==> config.mk <==
export PLATFORM = sky130hd
export DESIGN_NAME = slot_table_with_id_allocation_unit
export DESIGN_NICKNAME = d
export VERILOG_FILES = /design/src/design/stida_pkg.sv /design/src/design/slot_table_with_id_allocation_unit.sv
export VERILOG_INCLUDE_DIRS = /design/src /design/src/design
export SDC_FILE = /design/constraint.sdc
export NUM_CORES = 1
export LEC_CHECK = 0
export ABC_CLOCK_PERIOD_IN_PS = 7000
export BUFFER_PORTS_ARGS = -buffer_cell sky130_fd_sc_hd__buf_2
export CAP_MARGIN = 40
export CORE_UTILIZATION = 50
export CTS_BUF_LIST = sky130_fd_sc_hd__clkbuf_16
export CTS_CLUSTER_SIZE = 20
export DETAILED_ROUTE_END_ITERATION = 7
export PLACE_DENSITY = 0.69
export SKIP_LAST_GASP = 1
export SYNTH_ARGS = -nofsm -noshare
export SYNTH_HDL_FRONTEND = slang
export SYNTH_SLANG_ARGS = --single-unit
==> constraint.sdc <==
create_clock -name clock -period 7 [get_ports clock]
set_clock_uncertainty 0.05 [all_clocks]
set_input_delay 1.4 -clock clock [delete_from_list [all_inputs] [get_ports clock]]
set_output_delay 1.4 -clock clock [all_outputs]
set_load 0.01 [all_outputs]
==> src/design/slot_table_with_id_allocation_unit_defines.svh <==
// Assertion macros used by the slot table design file.
`ifndef SLOT_TABLE_WITH_ID_ALLOCATION_UNIT_DEFINES_SVH
`define SLOT_TABLE_WITH_ID_ALLOCATION_UNIT_DEFINES_SVH

// Same-cycle implication, checked on every rising clock edge outside reset.
`define STIDA_ASSERT_NOW(label, clk, rst, ante, cons, msg) \
   label: assert property (@(posedge clk) disable iff (rst) (ante) |-> (cons)) \
      else $error(msg);

// Next-cycle implication, checked on every rising clock edge outside reset.
`define STIDA_ASSERT_NEXT(label, clk, rst, ante, cons, msg) \
   label: assert property (@(posedge clk) disable iff (rst) (ante) |=> (cons)) \
      else $error(msg);

`endif

==> src/design/stida_pkg.sv <==
package stida_pkg;

   // Table size default.
   localparam int SLOTS_DEF = 8;

   // Field widths.
   localparam int OP_W       = 2;
   localparam int KEY_W      = 8;
   localparam int DAYS_W     = 7;
   localparam int HOUR_W     = 5;
   localparam int MINUTE_W   = 6;
   localparam int STRATEGY_W = 3;
   localparam int STATUS_W   = 2;
   localparam int USED_W     = 4;

   // Operation codes.
   localparam logic [OP_W-1:0] OP_INSERT = 2'd0;
   localparam logic [OP_W-1:0] OP_REMOVE = 2'd1;
   localparam logic [OP_W-1:0] OP_LOOKUP = 2'd2;

   // Status codes.
   localparam logic [STATUS_W-1:0] ST_OK      = 2'd0;
   localparam logic [STATUS_W-1:0] ST_FULL    = 2'd1;
   localparam logic [STATUS_W-1:0] ST_MISSING = 2'd2;

   // Key values with a special meaning.
   localparam logic [KEY_W-1:0] KEY_EMPTY = 8'd0;
   localparam logic [KEY_W-1:0] KEY_MAX   = 8'd255;

   // Stored payload of one slot, 23 bits, enabled in bit 0.
   typedef struct packed {
      logic [STRATEGY_W-1:0] strategy;
      logic                  action;
      logic [MINUTE_W-1:0]   minute;
      logic [HOUR_W-1:0]     hour;
      logic [DAYS_W-1:0]     days;
      logic                  enabled;
   } payload_type;

endpackage

==> src/design/slot_table_with_id_allocation_unit.sv <==
// Channel   | Direction | Handshake              | Contents
// ----------+-----------+------------------------+---------------------------------------
// req_      | in        | req_valid / req_stall  | opcode, entry key, entry payload
// rsp_      | out       | rsp_valid / rsp_stall  | status, key, found payload, used slots
//
// Scan: every request walks the whole table once through the single slot read port,
//    and a new request is taken only after the previous one has been committed.
// Reset: synchronous and active high; the per-slot valid bits empty every slot at once.
// Stalls: a finished result waits in the output register; the next request is
//    already accepted and scanned meanwhile, and only its commit waits for rsp_stall.

module slot_table_with_id_allocation_unit #(
   parameter int SLOTS = stida_pkg::SLOTS_DEF
) (
   input  logic                              clock,
   input  logic                              reset,

   input  logic                              req_valid,
   output logic                              req_stall,
   input  logic [stida_pkg::OP_W-1:0]        req_opcode,
   input  logic [stida_pkg::KEY_W-1:0]       req_entry_key,
   input  logic                              req_entry_enabled,
   input  logic [stida_pkg::DAYS_W-1:0]      req_entry_days,
   input  logic [stida_pkg::HOUR_W-1:0]      req_entry_hour,
   input  logic [stida_pkg::MINUTE_W-1:0]    req_entry_minute,
   input  logic                              req_entry_action,
   input  logic [stida_pkg::STRATEGY_W-1:0]  req_entry_strategy,

   output logic                              rsp_valid,
   input  logic                              rsp_stall,
   output logic [stida_pkg::STATUS_W-1:0]    rsp_status,
   output logic [stida_pkg::KEY_W-1:0]       rsp_result_key,
   output logic                              rsp_found_enabled,
   output logic [stida_pkg::DAYS_W-1:0]      rsp_found_days,
   output logic [stida_pkg::HOUR_W-1:0]      rsp_found_hour,
   output logic [stida_pkg::MINUTE_W-1:0]    rsp_found_minute,
   output logic                              rsp_found_action,
   output logic [stida_pkg::STRATEGY_W-1:0]  rsp_found_strategy,
   output logic [stida_pkg::USED_W-1:0]      rsp_used_slots
);
   import stida_pkg::*;

`include "slot_table_with_id_allocation_unit_defines.svh"

   // Slot index, scan counter (reaches SLOTS) and occupancy count widths.
   localparam int IDX_W = (SLOTS > 1) ? $clog2(SLOTS) : 1;
   localparam int SC_W  = $clog2(SLOTS + 1);
   localparam int CNT_W = $clog2(SLOTS + 1);

   // Sequencer states.
   localparam logic [1:0] S_IDLE   = 2'd0;
   localparam logic [1:0] S_SCAN   = 2'd1;
   localparam logic [1:0] S_COMMIT = 2'd2;

   // Sequencer and request registers.
   logic [1:0]       state_ff, state_in;
   logic [SC_W-1:0]  scan_cnt_ff, scan_cnt_in;
   logic [OP_W-1:0]  op_ff, op_in;
   logic [KEY_W-1:0] key_ff, key_in;
   payload_type      pay_ff, pay_in;

   // One-slot read stage of the shared scan unit.
   logic             chk_vld_ff, chk_vld_in;
   logic [IDX_W-1:0] chk_idx_ff;
   logic [KEY_W-1:0] rd_key_ff;
   logic             rd_kv_ff;
   payload_type      rd_pay_ff;
   logic [KEY_W-1:0] key_eff;

   // Scan accumulators.
   logic             free_found_ff, free_found_in;
   logic [IDX_W-1:0] free_idx_ff, free_idx_in;
   logic             match_found_ff, match_found_in;
   logic [IDX_W-1:0] match_idx_ff, match_idx_in;
   payload_type      match_pay_ff, match_pay_in;
   logic [KEY_W-1:0] max_key_ff, max_key_in;

   // Table storage: keys and payloads in memories, emptiness in valid flops.
   logic [KEY_W-1:0] key_mem_ff [SLOTS];
   payload_type      pay_mem_ff [SLOTS];
   logic [SLOTS-1:0] slot_vld_ff, slot_vld_in;
   logic [CNT_W-1:0] occ_cnt_ff, occ_cnt_in;

   // Output register.
   logic                rsp_valid_ff, rsp_valid_in;
   logic [STATUS_W-1:0] rsp_status_ff, rsp_status_in;
   logic [KEY_W-1:0]    rsp_key_ff, rsp_key_in;
   payload_type         rsp_pay_ff, rsp_pay_in;
   logic [USED_W-1:0]   rsp_used_ff, rsp_used_in;

   // Commit decisions.
   logic              req_take;
   logic              issue;
   logic [IDX_W-1:0]  rd_addr;
   logic              commit_go;
   logic              insert_ok;
   logic              remove_ok;
   logic              lookup_ok;
   logic [KEY_W-1:0]  new_key;
   logic [CNT_W+USED_W-1:0] cnt_ext;

   assign req_stall = (state_ff != S_IDLE);
   assign req_take  = req_valid && !req_stall;

   // A read is issued for each slot in turn while the counter is below SLOTS.
   assign issue   = (state_ff == S_SCAN) && (scan_cnt_ff < SC_W'(SLOTS));
   assign rd_addr = scan_cnt_ff[IDX_W-1:0];

   // An empty slot reads as key zero whatever the key memory holds.
   assign key_eff = rd_kv_ff ? rd_key_ff : KEY_EMPTY;

   // The result may be committed once the output register is free or draining.
   assign commit_go = (state_ff == S_COMMIT) && (!rsp_valid_ff || !rsp_stall);

   assign insert_ok = (op_ff == OP_INSERT) && free_found_ff && (max_key_ff != KEY_MAX);
   assign remove_ok = (op_ff == OP_REMOVE) && match_found_ff;
   assign lookup_ok = (op_ff == OP_LOOKUP) && match_found_ff;
   assign new_key   = max_key_ff + KEY_W'(1);

   always_comb begin
      state_in       = state_ff;
      scan_cnt_in    = scan_cnt_ff;
      op_in          = op_ff;
      key_in         = key_ff;
      pay_in         = pay_ff;
      chk_vld_in     = issue;
      free_found_in  = free_found_ff;
      free_idx_in    = free_idx_ff;
      match_found_in = match_found_ff;
      match_idx_in   = match_idx_ff;
      match_pay_in   = match_pay_ff;
      max_key_in     = max_key_ff;
      slot_vld_in    = slot_vld_ff;
      occ_cnt_in     = occ_cnt_ff;
      cnt_ext        = '0;
      rsp_valid_in   = rsp_valid_ff && rsp_stall;
      rsp_status_in  = rsp_status_ff;
      rsp_key_in     = rsp_key_ff;
      rsp_pay_in     = rsp_pay_ff;
      rsp_used_in    = rsp_used_ff;

      case (state_ff)
         S_IDLE: begin
            if (req_take) begin
               op_in            = req_opcode;
               key_in           = req_entry_key;
               pay_in.enabled   = req_entry_enabled;
               pay_in.days      = req_entry_days;
               pay_in.hour      = req_entry_hour;
               pay_in.minute    = req_entry_minute;
               pay_in.action    = req_entry_action;
               pay_in.strategy  = req_entry_strategy;
               // The entry's own key takes part in the largest-key search.
               max_key_in       = req_entry_key;
               free_found_in    = 1'b0;
               match_found_in   = 1'b0;
               scan_cnt_in      = '0;
               state_in         = S_SCAN;
            end
         end
         S_SCAN: begin
            if (issue) begin
               scan_cnt_in = scan_cnt_ff + SC_W'(1);
            end else begin
               // The last slot is in the check stage now and is folded in below.
               state_in = S_COMMIT;
            end
         end
         S_COMMIT: begin
            if (commit_go) begin
               rsp_valid_in  = 1'b1;
               rsp_key_in    = KEY_EMPTY;
               rsp_pay_in    = '0;
               rsp_status_in = ST_MISSING;
               case (op_ff)
                  OP_INSERT: begin
                     rsp_status_in = insert_ok ? ST_OK : ST_FULL;
                     if (insert_ok) begin
                        rsp_key_in               = new_key;
                        slot_vld_in[free_idx_ff] = 1'b1;
                        occ_cnt_in               = occ_cnt_ff + CNT_W'(1);
                     end
                  end
                  OP_REMOVE: begin
                     if (remove_ok) begin
                        rsp_status_in             = ST_OK;
                        rsp_key_in                = key_ff;
                        slot_vld_in[match_idx_ff] = 1'b0;
                        occ_cnt_in                = occ_cnt_ff - CNT_W'(1);
                     end
                  end
                  OP_LOOKUP: begin
                     if (lookup_ok) begin
                        rsp_status_in = ST_OK;
                        rsp_key_in    = key_ff;
                        rsp_pay_in    = match_pay_ff;
                     end
                  end
                  default: begin
                     rsp_status_in = ST_MISSING;
                  end
               endcase
               cnt_ext     = {{USED_W{1'b0}}, occ_cnt_in};
               rsp_used_in = cnt_ext[USED_W-1:0];
               state_in    = S_IDLE;
            end
         end
         default: begin
            state_in = S_IDLE;
         end
      endcase

      // Fold the slot in the check stage into the scan accumulators.
      if (chk_vld_ff) begin
         if ((key_eff == KEY_EMPTY) && !free_found_ff) begin
            free_found_in = 1'b1;
            free_idx_in   = chk_idx_ff;
         end
         if (key_eff > max_key_ff) begin
            max_key_in = key_eff;
         end
         // Key zero never matches: empty slots also read as zero.
         if ((key_ff != KEY_EMPTY) && (key_eff == key_ff) && !match_found_ff) begin
            match_found_in = 1'b1;
            match_idx_in   = chk_idx_ff;
            match_pay_in   = rd_pay_ff;
         end
      end
   end

   // Control registers.
   always_ff @(posedge clock) begin
      if (reset) begin
         state_ff     <= S_IDLE;
         chk_vld_ff   <= 1'b0;
         slot_vld_ff  <= '0;
         occ_cnt_ff   <= '0;
         rsp_valid_ff <= 1'b0;
      end else begin
         state_ff     <= state_in;
         chk_vld_ff   <= chk_vld_in;
         slot_vld_ff  <= slot_vld_in;
         occ_cnt_ff   <= occ_cnt_in;
         rsp_valid_ff <= rsp_valid_in;
      end
   end

   // Datapath registers.
   always_ff @(posedge clock) begin
      scan_cnt_ff    <= scan_cnt_in;
      op_ff          <= op_in;
      key_ff         <= key_in;
      pay_ff         <= pay_in;
      free_found_ff  <= free_found_in;
      free_idx_ff    <= free_idx_in;
      match_found_ff <= match_found_in;
      match_idx_ff   <= match_idx_in;
      match_pay_ff   <= match_pay_in;
      max_key_ff     <= max_key_in;
      rsp_status_ff  <= rsp_status_in;
      rsp_key_ff     <= rsp_key_in;
      rsp_pay_ff     <= rsp_pay_in;
      rsp_used_ff    <= rsp_used_in;
   end

   // Slot memories: one read port used by the scan, one write port used at commit.
   always_ff @(posedge clock) begin
      if (commit_go && insert_ok) begin
         key_mem_ff[free_idx_ff] <= new_key;
         pay_mem_ff[free_idx_ff] <= pay_ff;
      end
      if (issue) begin
         rd_key_ff  <= key_mem_ff[rd_addr];
         rd_pay_ff  <= pay_mem_ff[rd_addr];
         rd_kv_ff   <= slot_vld_ff[rd_addr];
         chk_idx_ff <= rd_addr;
      end
   end

   assign rsp_valid          = rsp_valid_ff;
   assign rsp_status         = rsp_status_ff;
   assign rsp_result_key     = rsp_key_ff;
   assign rsp_found_enabled  = rsp_pay_ff.enabled;
   assign rsp_found_days     = rsp_pay_ff.days;
   assign rsp_found_hour     = rsp_pay_ff.hour;
   assign rsp_found_minute   = rsp_pay_ff.minute;
   assign rsp_found_action   = rsp_pay_ff.action;
   assign rsp_found_strategy = rsp_pay_ff.strategy;
   assign rsp_used_slots     = rsp_used_ff;

   // The occupancy count always agrees with the number of valid slots.
   `STIDA_ASSERT_NOW(a_count_matches_valid, clock, reset, 1'b1, occ_cnt_ff == $countones(slot_vld_ff), "occupancy count disagrees with valid slots")
   // A slot chosen for insertion must be empty.
   `STIDA_ASSERT_NOW(a_free_slot_empty, clock, reset, (state_ff == S_COMMIT) && free_found_ff, !slot_vld_ff[free_idx_ff], "free slot is already occupied")
   // A matched slot must be occupied.
   `STIDA_ASSERT_NOW(a_match_slot_full, clock, reset, (state_ff == S_COMMIT) && match_found_ff, slot_vld_ff[match_idx_ff], "matched slot is empty")
   // A successful insert raises the count by one.
   `STIDA_ASSERT_NEXT(a_insert_counts, clock, reset, commit_go && insert_ok, occ_cnt_ff == $past(occ_cnt_ff) + CNT_W'(1), "insert did not raise the count")

endmodule
==> results of run 1 <==
==> cell usage in the layout, fill, tap and decap left out, types with 6 or more instances in the layout <==
cell,synthesis,final
edfxtp_1,386,386
buf_2,8,75
mux4_2,64,64
clkbuf_16,0,43
nor2_1,46,39
inv_1,27,35
mux2_2,32,32
dfxtp_1,26,26
nand2_1,25,25
and2_1,24,24
a21oi_1,21,21
clkinv_1,2,14
xnor2_1,12,12
ha_1,12,12
buf_4,5,10
nand3_1,8,8
mux2i_1,8,8
a22o_1,7,7
nor2_4,0,7
a211oi_1,7,7
a22oi_1,7,7
o21ai_0,6,6
==> registers in the layout, summed over array words and instances, names as in the netlist, 4 cells and up <==
| signal | count |
|---|---|
| pay_mem_ff | 184 |
| scan_cnt_ff | 4 |
| pay_ff | 23 |
| slot_vld_ff | 8 |
| match_pay_ff | 23 |
| rd_key_ff | 8 |
| rsp_found_minute | 6 |
| rsp_used_slots | 4 |
| rsp_found_days | 7 |
| occ_cnt_ff | 4 |
| rd_pay_ff | 23 |
| key_ff | 8 |
| rsp_found_hour | 5 |
| rsp_result_key | 8 |
| max_key_ff | 8 |
| key_mem_ff | 64 |
==> per-stage QoR <==
stage | cells | hold slack (ns) | utilization [%] | area, um^2
floorplan | 821 | 0.3503 | - | 15880
global placement | 1271 | 0.3531 | 54.16 | 16740
detailed placement | 1280 | 0.3545 | 54.77 | 16930
CTS | 1359 | 0.3635 | 59.30 | 18330
global route | 1359 | 0.3721 | 59.30 | 18330
finish | 1359 | 0.3704 | 59.30 | 18330
==> final cells by class <==
type / instances / area [um^2] / area share, %
clock buffers: 43 / 1076 / 5.871
clock inverters: 36 / 322.8 / 1.761
inverters: 29 / 108.9 / 0.5939
multi-input cells: 349 / 3575 / 19.50
flip-flops and latches: 412 / 12110 / 66.08
well taps: 396 / 495.5 / 2.703
repair buffers: 94 / 639.4 / 3.488
==> worst max-delay path: cells and delay by family, from the launching register on <==
family          cells  cell delay, ns
compound gates      1            0.46
buf+inv             1            0.23
flops               1            0.60
simple gates        3            1.35
==> power by group <==
group / total, mW / internal, mW / switching, mW / leakage (nW)
registers: 2.86 / 2.80 / 0.0620 / 3.69
clock network: 2.21 / 1.31 / 0.904 / 0.708
logic: 0.400 / 0.180 / 0.220 / 1.75
==> worst min-delay path by stage <==
stage	slack [ns]	endpoint
6_report	0.37	match_pay_ff[17]$_DFFE_PP_
4_1_cts	0.36	match_pay_ff[0]$_DFFE_PP_
5_1_grt	0.37	match_pay_ff[0]$_DFFE_PP_
3_3_place_gp	0.35	match_pay_ff[1]$_DFFE_PP_
2_1_floorplan	0.35	match_pay_ff[0]$_DFFE_PP_
3_5_place_dp	0.35	match_pay_ff[19]$_DFFE_PP_
==> routing by layer <==
layer	GRT usage [%]	up-vias	wire [um]
li1	-	3493	-
met1	24.88	3879	12500
met2	29.57	178	13860
met3	2.890	48	1145
met4	4.821	0	566
met5	0	-	0
==> logic make-up after synthesis <==
group                      count (synthesis)  synth area share (%)
muxes                                    104                 11.85
buffers and inverters                     60                 1.647
xor gates and xnor gates                  17                0.9378
AOI/OAI and AO/OA                         74                 3.373
adders and majority gates                 12                0.9457
DFF                                      412                 76.29
and+or+nand+nor                          142                 4.957
==> impl_results.md, run 1 <==
- # diodes: 0
- Crit-path max cell delay: 0.60 ns
- Cells after synthesis: 821
- Async set-or-reset flop fraction in the synthesized netlist: 0%
- Layout area overhead: 15.45%
- Worst-path fanout max: 17
- Leading area contributor after synthesis: edfxtp_1
- Maximum Capacitance Violations: 0
- Most common cell in the netlist: edfxtp_1
- Syn_area_per_cell: 19.34 um^2
- Starting Density: 51.36%
- # clock sinks: 412
- Peak VDD IR: 0.2231 mV
- Post-synth net total: 870
- Worst Hold Class: flop to flop
- Status: completed
- Cts-stage hold buffer count: 0
- Drt pass-1 iters: 5
- Post-synthesis cell type count: 62
- Clock buffer depth: 3
- #FFs+latches synth: 412
- Crit path launch type: flop
- Top cell types by occurrence after synthesis: edfxtp_1, mux4_2, nor2_1
- Synth Cell Area: 15880 um^2
- Max-slew headroom: 43.09%
- Pre-CTS setup slack: 3.620 ns
- Final period util: 43.04%
- Reg2Reg Depth: 5
- # setup viols final: 0
- Gr usage total: 17.89%
- Flop2flop setup slack: 3.99 ns
- Drt via density: 5.591
- Post-synth EDFFs: 386
- Fillers: 2216
- Ports: 76
- Kind of critical path: flop to flop
- Min-Delay Path Depth: 0
- Die Width: 180.2 um
- Worst min-delay path startpoint: rd_pay_ff[17]$_DFFE_PP_
- RSZ-0062 raised after global routing: no
- Drt wl/cell: 20.66 um
- CP Capture Type: flop
- CP max-delay cell: edfxtp_1
- Routed WL: 28070 um
- Final-report hold violation count: 0
- Largest net degree at the start of global routing: 45
- Final setup margin: 3.987 ns
- Post-DRT Antenna Nets: 0
- Clk_lat worst skew: 0.55 ns
- Proportion of layout cells with a drive suffix above 1: 28.56%
- TNS Setup: 0 ns
- Clock Tree Root: clkbuf_16
- Core area: 30910 um^2
- Final net count: 978
- Min Clock Period, post-route: 3.013 ns
- Max Fclk: 0.3319 GHz
- Crit. Startpoint: op_ff[1]$_DFFE_PP_
- Via count: 7598
- Die H: 180.2 um
- Final Wtd Congestion: 0.7968
- CTS resizes: 0
- First-pass GRT wire length: 44390 um
- Worst slew pin tran: 0.8476 ns
- Pleak: 6.151 nW
- Reg2reg start: op_ff[1]$_DFFE_PP_
- PwrDens: 298.5 nW/um^2
- CP Cell Sequence: nor3b_4 > o21a_1 > nand3_1 > nor2_4 > buf_16
- Die Area: 32470 um^2
- Seq/Total Area, Yosys: 76.29%
- CP endpoint: pay_mem_ff[6][10]$_DFFE_PP_
- Overall power: 5.471 mW
- CP arrival: 3.20 ns
- Share of the synthesized area in the top cell type: 73.01%
- Clock Pin Slew Worst Setup and Hold Paths: 0.06 ns
- GRT overflow: 0
- Final Max Slew Viols: 0
- CTS tree: yes
- WP data required: 7.19 ns
- Total CTS buffers: 43
- Initial DRC count: 502
- H-tree Lvls: 2
- Vias in the first global route: 7707
- Hpwl dp: 17270 um
- Port Buffer Count: 75
- Initial antenna violation count: 0
- Post-CTS setup buffers: 0
- Site Rows: 64
- Most area-consuming cells after synthesis: edfxtp_1, mux4_2, dfxtp_1
- Yosys warns: 0
- Main flop type after synthesis: edfxtp_1
- DRC viols: 0
- Reg2reg end: pay_mem_ff[6][10]$_DFFE_PP_
(Power assumes the default switching activity.)
==> run 2: changes to the inputs <==
--- a/config.mk
+++ b/config.mk
@@ -6,14 +6,14 @@
 export SDC_FILE = /design/constraint.sdc
 export NUM_CORES = 1
 export LEC_CHECK = 0
-export ABC_CLOCK_PERIOD_IN_PS = 7000
+export ABC_CLOCK_PERIOD_IN_PS = 2700
 export BUFFER_PORTS_ARGS = -buffer_cell sky130_fd_sc_hd__buf_2
 export CAP_MARGIN = 40
 export CORE_UTILIZATION = 50
 export CTS_BUF_LIST = sky130_fd_sc_hd__clkbuf_16
 export CTS_CLUSTER_SIZE = 20
 export DETAILED_ROUTE_END_ITERATION = 7
-export PLACE_DENSITY = 0.69
+export PLACE_DENSITY = 0.72
 export SKIP_LAST_GASP = 1
 export SYNTH_ARGS = -nofsm -noshare
 export SYNTH_HDL_FRONTEND = slang
==> constraint.sdc (replaced) <==
create_clock -name clock -period 2.7 [get_ports clock]
set_clock_uncertainty 0.05 [all_clocks]
set_input_delay 0.54 -clock clock [delete_from_list [all_inputs] [get_ports clock]]
set_output_delay 0.54 -clock clock [all_outputs]
set_load 0.01 [all_outputs]
==> run 2 against run 1 <==
Compared with the run above:
- worst hold slack worse by 0.24 ns
- final area is 0.31% higher
- global-route usage up 0.51 points
- register-to-register slack worse by 3.6 ns
- clock power rose by 140%
- setup slack got worse by 3.6 ns
- critical path type unchanged
- highest routed layer unchanged
==> impl_results.md, run 2 (synthesis results as in run 1) <==
- Top Family by Delay on Critical Path: simple AND/OR/NAND/NOR gates
- Met1 WL: 12230 um
- Overall power: 13.85 mW
- Register area: 12110 um^2
- # setup viols final: 0
- PwrDens: 753.2 nW/um^2
- Max-slew headroom: 48.14%
- Core area: 30910 um^2
- Maximum Capacitance Violations: 0
- Final Wtd Congestion: 0.8692
- Die H: 180.2 um
- Kind of critical path: flop to flop
- CTS tree: yes
- Crit path launch type: flop
- Drt via density: 5.713
- Final net count: 988
- Post-DRT Antenna Nets: 0
- Final Max Slew Viols: 0
- Fillers: 2213
- Max FFs per register: 184
- Worst-path fanout max: 21
- CP Capture Type: flop
- Clock buffer depth: 3
- Ports: 76
- Site Rows: 64
- Final-report hold violation count: 0
- Uppermost layer routed: met4
- Starting Density: 51.36%
- Peak VDD IR: 0.5910 mV
- Total CTS buffers: 41
- CP arrival: 2.49 ns
- Max Fclk: 0.4247 GHz
- # diodes: 0
- Proportion of layout cells with a drive suffix above 1: 30.17%
- DRC viols: 0
- WP data required: 2.84 ns
- Pleak: 6.157 nW
- Port Buffer Count: 75
- Worst Hold Class: input pin to flop
- Drt pass-1 iters: 5
- Post-placement cell area: 17110 um^2
- Die Area: 32470 um^2
- First-pass GRT wire length: 45560 um
- CP Buf/Inv Count: 1
- Status: completed
- Met3 WL: 1561 um
- Registers with the most flip-flops: pay_mem_ff: 184 flops, key_mem_ff: 64 flops
- Gr usage total: 18.40%
- # clock sinks: 412
- CP max-delay cell: o21a_1
- Largest net degree at the start of global routing: 57
- Clock Tree Root: clkbuf_16
- H-tree Lvls: 2
- Die Width: 180.2 um
- Final period util: 87.22%
- Routed WL: 29120 um
- Commonest non-fill, non-tap cell in the layout: edfxtp_1
- Clk_lat worst skew: 0.53 ns
- Met2 routed WL: 14800 um
- Vias in the first global route: 8069
- Commonest non-fill, non-tap cells in the layout: edfxtp_1, buf_2, mux4_2
- CTS resizes: 0
- Drt wl/cell: 21.35 um
- Worst slew pin tran: 0.7753 ns
- GRT overflow: 0
- Layout area overhead: 15.80%
- Clock Pin Slew Worst Setup and Hold Paths: 0.06 ns
- Initial antenna violation count: 1
- Via count: 7792
- Cts-stage hold buffer count: 0
- CP Cell Sequence: ha_1 > nand4_4 > o21a_1 > nand3_4 > nor2_4 > buf_4
- Hpwl dp: 17300 um
- Post-CTS setup buffers: 0
- Min Clock Period, post-route: 2.355 ns
- Largest Register: pay_mem_ff
- Crit-path max cell delay: 0.43 ns
- Initial DRC count: 592
- Post-route cell area: 18390 um^2
- RSZ-0062 raised after global routing: no
- Multi-input gate area: 3616 um^2
==> run 2: routing by layer <==
metal	up-vias	global-route usage, %
met4	0	4.957
met2	217	31.35
met1	4030	24.91
li1	3510	-
met5	-	0
met3	35	2.708
==> run 2: where the power goes <==
| part | internal (mW) | switching [mW] | total [mW] |
|---|---|---|---|
| clock network | 3.04 | 2.31 | 5.35 |
| logic | 0.506 | 0.589 | 1.10 |
| registers | 7.25 | 0.155 | 7.41 |
==> run 2: final timing paths <==
path | to | start | slack, ns | cells after the start
worst max-delay path | pay_mem_ff[5][16]$_DFFE_PP_ | max_key_ff[0]$_DFF_P_ | 0.35 | 6
worst min-delay path | pay_ff[6]$_DFFE_PP_ | req_entry_days[5] | 0.13 | 1
worst max register to register | pay_mem_ff[5][16]$_DFFE_PP_ | max_key_ff[0]$_DFF_P_ | 0.35 | 6
worst min register to register | match_pay_ff[20]$_DFFE_PP_ | rd_pay_ff[20]$_DFFE_PP_ | 0.37 | 0
==> run 2: area by class of cell <==
| cell class | count | share of cell area (%) |
|---|---|---|
| Sequential cell | 412 | 65.88 |
| Multi-Input combinational cell | 349 | 19.67 |
| Clock buffer | 42 | 5.717 |
| Timing Repair Buffer | 106 | 4.192 |
| Tap cell | 396 | 2.695 |
| Clock inverter | 30 | 1.239 |
| Inverter | 29 | 0.6125 |
==> run 2: per-stage QoR <==
step           util [%]  instances  hold WS (ns)  setup WS, ns  TNS (ns)
6_report          59.48       1364        0.1330        0.3451         0
5_1_grt           59.48       1364        0.1101        0.2278         0
4_1_cts           59.48       1364        0.1118        0.3483         0
3_5_place_dp      55.34       1292        0.3562        0.3569         0
3_3_place_gp      55.34       1292        0.3515        0.4573         0
2_1_floorplan         -        821        0.3503       -0.4615    -55.40
==> run 2: worst register-to-register path: cells and delay by family (launching register included) <==
family	cells	cell delay (ns)
buf+inv	1	0.36
flops	1	0.36
compound gates	1	0.43
fa+ha+maj	1	0.29
simple gates	3	0.52
